===== src/rtl/core/pit_pkg.sv =====
package pit_pkg;

	localparam int MAX_PLANES = 64;
	localparam int MAX_POINTS = 256;
	localparam int ID_BITS    = 16;

	localparam int COORD_W  = 32;
	localparam int OUT_ID_W = 16;
	localparam int THR_W    = 31;
	localparam logic [THR_W-1:0] THR_RESET = THR_W'(6554);

	localparam int PLANE_W = (MAX_PLANES > 1) ? $clog2(MAX_PLANES) : 1;
	localparam int CNT_W   = $clog2(MAX_PLANES + 1);
	localparam int ADDR_W  = $clog2(2 * MAX_PLANES);
	localparam int PCNT_W  = $clog2(MAX_POINTS + 1);
	localparam int SUM_W   = COORD_W + $clog2(MAX_POINTS);
	localparam int STEP_W  = $clog2(SUM_W);
	localparam int DIST_W  = COORD_W + 1;

	localparam logic OP_POINT = 1'b0;
	localparam logic OP_EOF   = 1'b1;

	typedef logic signed [COORD_W-1:0] coord_t;
	typedef logic signed [SUM_W-1:0]   sum_t;
	typedef logic [PCNT_W-1:0]         pcnt_t;
	typedef logic [ID_BITS-1:0]        id_t;

endpackage


===== src/rtl/core/pit_div.sv =====
module pit_div (
	input  logic            clk,
	input  logic            arst_n,
	input  logic            start,
	input  pit_pkg::sum_t   dividend,
	input  pit_pkg::pcnt_t  divisor,
	output logic            done,
	output pit_pkg::coord_t quotient
);

	logic                         busy_q;
	logic                         done_q;
	logic [pit_pkg::STEP_W-1:0]   cnt_q;
	logic                         neg_q;
	logic [pit_pkg::SUM_W-1:0]    mag_q;
	logic [pit_pkg::PCNT_W-1:0]   rem_q;
	pit_pkg::pcnt_t               div_q;

	logic [pit_pkg::PCNT_W:0]     rem_sh;
	logic [pit_pkg::PCNT_W:0]     rem_diff;
	logic                         ge;
	logic [pit_pkg::PCNT_W-1:0]   rem_nxt;
	logic [pit_pkg::COORD_W-1:0]  q_mag;

	// restoring division on the magnitude, one quotient bit per cycle
	always_comb begin
		rem_sh   = {rem_q, mag_q[pit_pkg::SUM_W-1]};
		ge       = (rem_sh >= {1'b0, div_q});
		rem_diff = rem_sh - {1'b0, div_q};
		rem_nxt  = ge ? rem_diff[pit_pkg::PCNT_W-1:0] : rem_sh[pit_pkg::PCNT_W-1:0];
		q_mag    = mag_q[pit_pkg::COORD_W-1:0];
	end

	assign quotient = neg_q ? pit_pkg::coord_t'(-q_mag) : pit_pkg::coord_t'(q_mag);
	assign done     = done_q;

	always_ff @(posedge clk or negedge arst_n) begin
		if (!arst_n) begin
			busy_q <= 1'b0;
			done_q <= 1'b0;
			cnt_q  <= '0;
			neg_q  <= 1'b0;
			mag_q  <= '0;
			rem_q  <= '0;
			div_q  <= '0;
		end else begin
			done_q <= 1'b0;
			if (start) begin
				busy_q <= 1'b1;
				cnt_q  <= '0;
				rem_q  <= '0;
				div_q  <= divisor;
				neg_q  <= dividend[pit_pkg::SUM_W-1];
				mag_q  <= dividend[pit_pkg::SUM_W-1] ? pit_pkg::SUM_W'(-dividend)
					: pit_pkg::SUM_W'(dividend);
			end else if (busy_q) begin
				rem_q <= rem_nxt;
				mag_q <= {mag_q[pit_pkg::SUM_W-2:0], ge};
				cnt_q <= cnt_q + 1'b1;
				if (cnt_q == pit_pkg::STEP_W'(pit_pkg::SUM_W - 1)) begin
					busy_q <= 1'b0;
					done_q <= 1'b1;
				end
			end
		end
	end

endmodule


===== config.mk =====
export PLATFORM = sky130hd
export DESIGN_NAME = pit_div
export DESIGN_NICKNAME = d
export VERILOG_FILES = /design/src/rtl/core/pit_pkg.sv /design/src/rtl/core/pit_div.sv
export SDC_FILE = /design/constraint.sdc
export NUM_CORES = 1
export LEC_CHECK = 0
export BUFFER_PORTS_ARGS = -buffer_cell sky130_fd_sc_hd__buf_2
export CAP_MARGIN = 40
export CORE_MARGIN = 1
export CORE_UTILIZATION = 23
export CTS_BUF_LIST = sky130_fd_sc_hd__clkbuf_4
export CTS_CLUSTER_SIZE = 10
export DETAILED_ROUTE_END_ITERATION = 6
export PLACE_DENSITY_LB_ADDON = 0.05
export SLEW_MARGIN = 20
export SYNTH_ARGS = -nofsm -noshare
export SYNTH_HDL_FRONTEND = slang
export SYNTH_SLANG_ARGS = --single-unit

===== constraint.sdc =====
create_clock -name clk -period 3.95 [get_ports clk]
set_input_delay 0.1975 -clock clk [delete_from_list [all_inputs] [get_ports clk]]
set_output_delay 0.1975 -clock clk [all_outputs]
set_load 0.1 [all_outputs]

**Word-level counts from Yosys, hierarchy flattened**

Index checks and enable logic that the tools add are counted.

- Add/subtract/negate cells: 4
- Magnitude comparators: 1
- Equal/unequal tests: 1
- Mux-type cells: 15
- Reduce and logical (&&, ||, !) cells: 1

Operators by type and width:

| cell | number |
|---|---|
| 2-to-1 mux 40 bit | 3 |
| negator 40 bit | 1 |
| 2-to-1 mux 32 bit | 1 |
| negator 32 bit | 1 |
| 2-to-1 mux 9 bit | 3 |
| 2-to-1 mux 6 bit | 2 |
| >= comparator 10 x 9 -> 1 bit | 1 |
| subtractor 9 bit | 1 |
| adder 6 x 1 -> 6 bit (second input constant) | 1 |
| == test 6 bit (second input constant) | 1 |
| 2-to-1 mux 1 bit | 6 |
| nonzero test 2 bit | 1 |

- Flip-flop bits (word level): 67
- Bits of input ports: 52
- Output and inout port bits: 33
- Word-level logic and storage cells: 29

**Longest topological paths before layout**

- Depth after elaboration: 4
- Mapped depth: 9
- Depth with buffers taken out: 8

**Least setup slack after synthesis**

No wires, ideal clock.

- Path type: register to output
- Start point: register mag_q[13] in the netlist's numbering
- End point: output port quotient[29]
- Arrival time: 2726 ps
- Data required time: 3753 ps
- Setup slack: 1026 ps
- Stages on the path, launching flop included: 6
- Path buffers: 0
- Cell sequence: dfrtp_1 > or4_1 > nor4_2 > nand3_1 > o41ai_1 > xnor2_1

- Longest elaborated chain between the ends: 2

Ends and longest elaborated chain:

| what | RTL line | source |
|---|---|---|
| start: declaration | pit_div.sv:15 | `logic [pit_pkg::SUM_W-1:0] mag_q;` |
| start signal: assignment | pit_div.sv:54 | `mag_q <= dividend[pit_pkg::SUM_W-1] ? pit_pkg::SUM_W'(-dividend)` |
| start signal: assignment | pit_div.sv:58 | `mag_q <= {mag_q[pit_pkg::SUM_W-2:0], ge};` |
| negator 32 bit | pit_div.sv:34 | `assign quotient = neg_q ? pit_pkg::coord_t'(-q_mag) : pit_pkg::coord_t'(q_mag);` |
| 2-to-1 mux 32 bit | pit_div.sv:34 |  |
| end: declaration | pit_div.sv:8 | `output pit_pkg::coord_t quotient` |

Every way passes these cells.

**Worst setup path after layout**

- Start point: register mag_q[13] in the netlist's numbering
- End point: output port quotient[31]

Same word-level chain as after synthesis.

==> flow_summary.json <==
{
  "status": "finished clean",
  "synthArstFlopShare": 1.00,
  "setup_viol": 0,
  "fmax_mhz": 282,
  "cp_max_fo": 5,
  "via_per_inst": 4.88,
  "grt_util_all_layers": 0.144,
  "synth_nets": 642,
  "reg2reg_slack_ns": 1.30,
  "post-route-util": 0.285,
  "peakVddDrop_mv": 0.259,
  "hold_buffers": 11,
  "worst_slew_pin_slew_ns": 0.843,
  "drive_gt1_frac": 0.190,
  "cts_tree": "yes",
  "gp_congestion": 0.785,
  "crit_arrival_ns": 3.35,
  "netlist_instances": 577,
  "ant_nets": 0,
  "synth.avg_cell_area_um2": 8.68,
  "p_leak_nw": 2.49,
  "yosys_warnings": 0,
  "ctsHtreeMaxLevel": 3,
  "clk_pin_slew_worst_paths_ns": 0.12,
  "clockRootBuffer": "clkbuf_4",
  "crit_path_end_kind": "output port",
  "yosysSeqAreaShare": 0.335,
  "cts_sinks": 67,
  "vias": 4586,
  "synth.most_common_cell": "dfrtp_1",
  "slew_headroom": 0.438,
  "port_buffers": 84,
  "layoutNonFillerInstCount": 940,
  "dieWidth_um": 150,
  "synth_top_cell_area_share": 0.335,
  "drc_errors": 0,
  "dp_cells": 910,
  "start_util": 0.237,
  "wirelength_mm": 15.5,
  "period_minus_slack_ns": 3.54,
  "syn_area_um2": 5010,
  "post-dp-hpwl_mm": 11.1,
  "rsz0062_at_grt": "no",
  "synth_cell_types": 53,
  "cts_setup_buffers": 0,
  "layout.nets": 723,
  "crit_type": "flop to output port",
  "netlist_top_cells_area": "dfrtp_1 33%, xor2_1 6.5%, xnor2_1 6.1%",
  "hp-class": "input pin to flop",
  "synth_edf_count": 0,
  "die_h_um": 150,
  "cts_buffers": 9,
  "cp.required_ns": 3.75,
  "power.total_mw": 2.98,
  "finClkSkew_ns": 0.0168,
  "ys_seq_elements": 67,
  "num_io_pins": 85,
  "clk_path_buf_depth": 2,
  "grt_pass1_wl_mm": 24.7,
  "clk_latency_ns": 0.45,
  "startpoint_type": "flop",
  "syn2layout_area_growth_pct": 20.5,
  "firstDrtPassIters": 6,
  "core_area_um2": 21200,
  "die_area_um2": 22400,
  "grt_antenna_before_repair": 1,
  "grt_max_degree": 79,
  "wl_per_cell_um": 16.5,
  "final.setup.tns_ns": 0,
  "hold_viol_final": 0,
  "rows": 53,
  "drt_iter0_markers": 212,
  "grt_pass1_vias": 4520,
  "grt_overflow": 0,
  "synth_top_area_cell": "dfrtp_1",
  "finalMaxSlewViolations": 0,
  "synth_ff_type": "dfrtp_1",
  "synthTopCellsByCount": "67 x dfrtp_1, 41 x a21oi_1, 39 x nand2_1, 37 x a211oi_1, 37 x xor2_1",
  "power_density_nw_per_um2": 495,
  "post_cts_resized": 0,
  "cap_viol_max_count": 0,
  "final.period_utilization": 0.897
}
-- layout by cell type, fill, tap and decap left out, types with 11 or more instances in the layout --
cell type      netlist  routed
mux2i_1             13      13
a211oi_1            37      37
nand2_1             39      39
buf_4                1      12
ha_1                12      12
nor2_1              27      27
nor2b_1             34      34
a21oi_1             41      41
o21ai_0             30      30
xor2_1              37      37
dlygate4sd3_1        0      11
xnor2_1             35      35
dfrtp_1             67      66
o31ai_1             25      25
inv_1               21      21
nor4_1              13      13
o41ai_1             14      14
buf_2                1      83
-- final cells by class --
class / instances / area (um2)
fill: 2284 / 15100
multi-input combinational: 450 / 3090
sequential: 67 / 1680
timing repair buffer: 109 / 676
tap: 275 / 344
clock inverter: 7 / 92.6
inverter: 21 / 78.8
clock buffer: 9 / 67.6
antenna: 2 / 5.00
-- registers in the layout, summed over array words and instances, names as in the netlist --
register,count
mag_q,40
div_q,9
rem_q,9
cnt_q,6
busy_q,1
done,1
neg_q,1
-- kinds of logic (layout without fill, tap and decap cells) --
logic type | after synthesis | after routing | synth area share
and+or+nand+nor | 177 | 177 | 0.191
buffers and inverters | 60 | 146 | 0.0477
other | 0 | 2 | 0
adders and majority gates | 13 | 13 | 0.0340
AOI/OAI and AO/OA | 173 | 173 | 0.235
DFF | 67 | 67 | 0.335
xor gates and xnor gates | 72 | 72 | 0.126
muxes | 15 | 15 | 0.0305
-- metrics by stage --
stage                     setup WS [ns]  instance area (um2)  hold slack, ns
after detailed placement          0.879                 5750           0.226
after CTS                         0.318                 6020          0.0182
after floorplan                    1.03                 5010         -0.0981
final                             0.407                 6030          0.0789
after global routing              0.153                 6030          0.0516
after global placement            0.947                 5700           0.404
-- report_power, final --
group / switching (mW) / total [mW] / internal, mW
Sequential: 0.121 / 0.906 / 0.785
Combinational: 1.09 / 1.53 / 0.445
Clock: 0.289 / 0.543 / 0.254
Total: 1.50 / 2.98 / 1.48
-- worst paths after layout --
kind,start,end,depth (start not counted)
worst max-delay path,mag_q[13],quotient[31],6
worst min-delay path,dividend[38],mag_q[39],4
worst max register to register,mag_q[39],rem_q[0],8
worst min register to register,div_q[2],div_q[2],2
max in group asynchronous,arst_n,mag_q[6],4
min in group asynchronous,arst_n,rem_q[5],2
-- layer usage --
layer,part of all wire,track usage,up-vias
met3,0.052,0.0384,7
met2,0.45,0.222,101
met5,0,0,-
li1,-,-,2279
met1,0.49,0.197,2199
met4,0.0083,0.0347,0
-- critical path, stage by stage (launching register included) --
cell and delay [ns]:
dfrtp_1 0.45, or4_1 0.60, nor4_2 0.50, nand3_1 0.30, o41ai_1 0.44, xnor2_1 0.17
buf_2 0.44
Power figures use the tool's default switching activity.
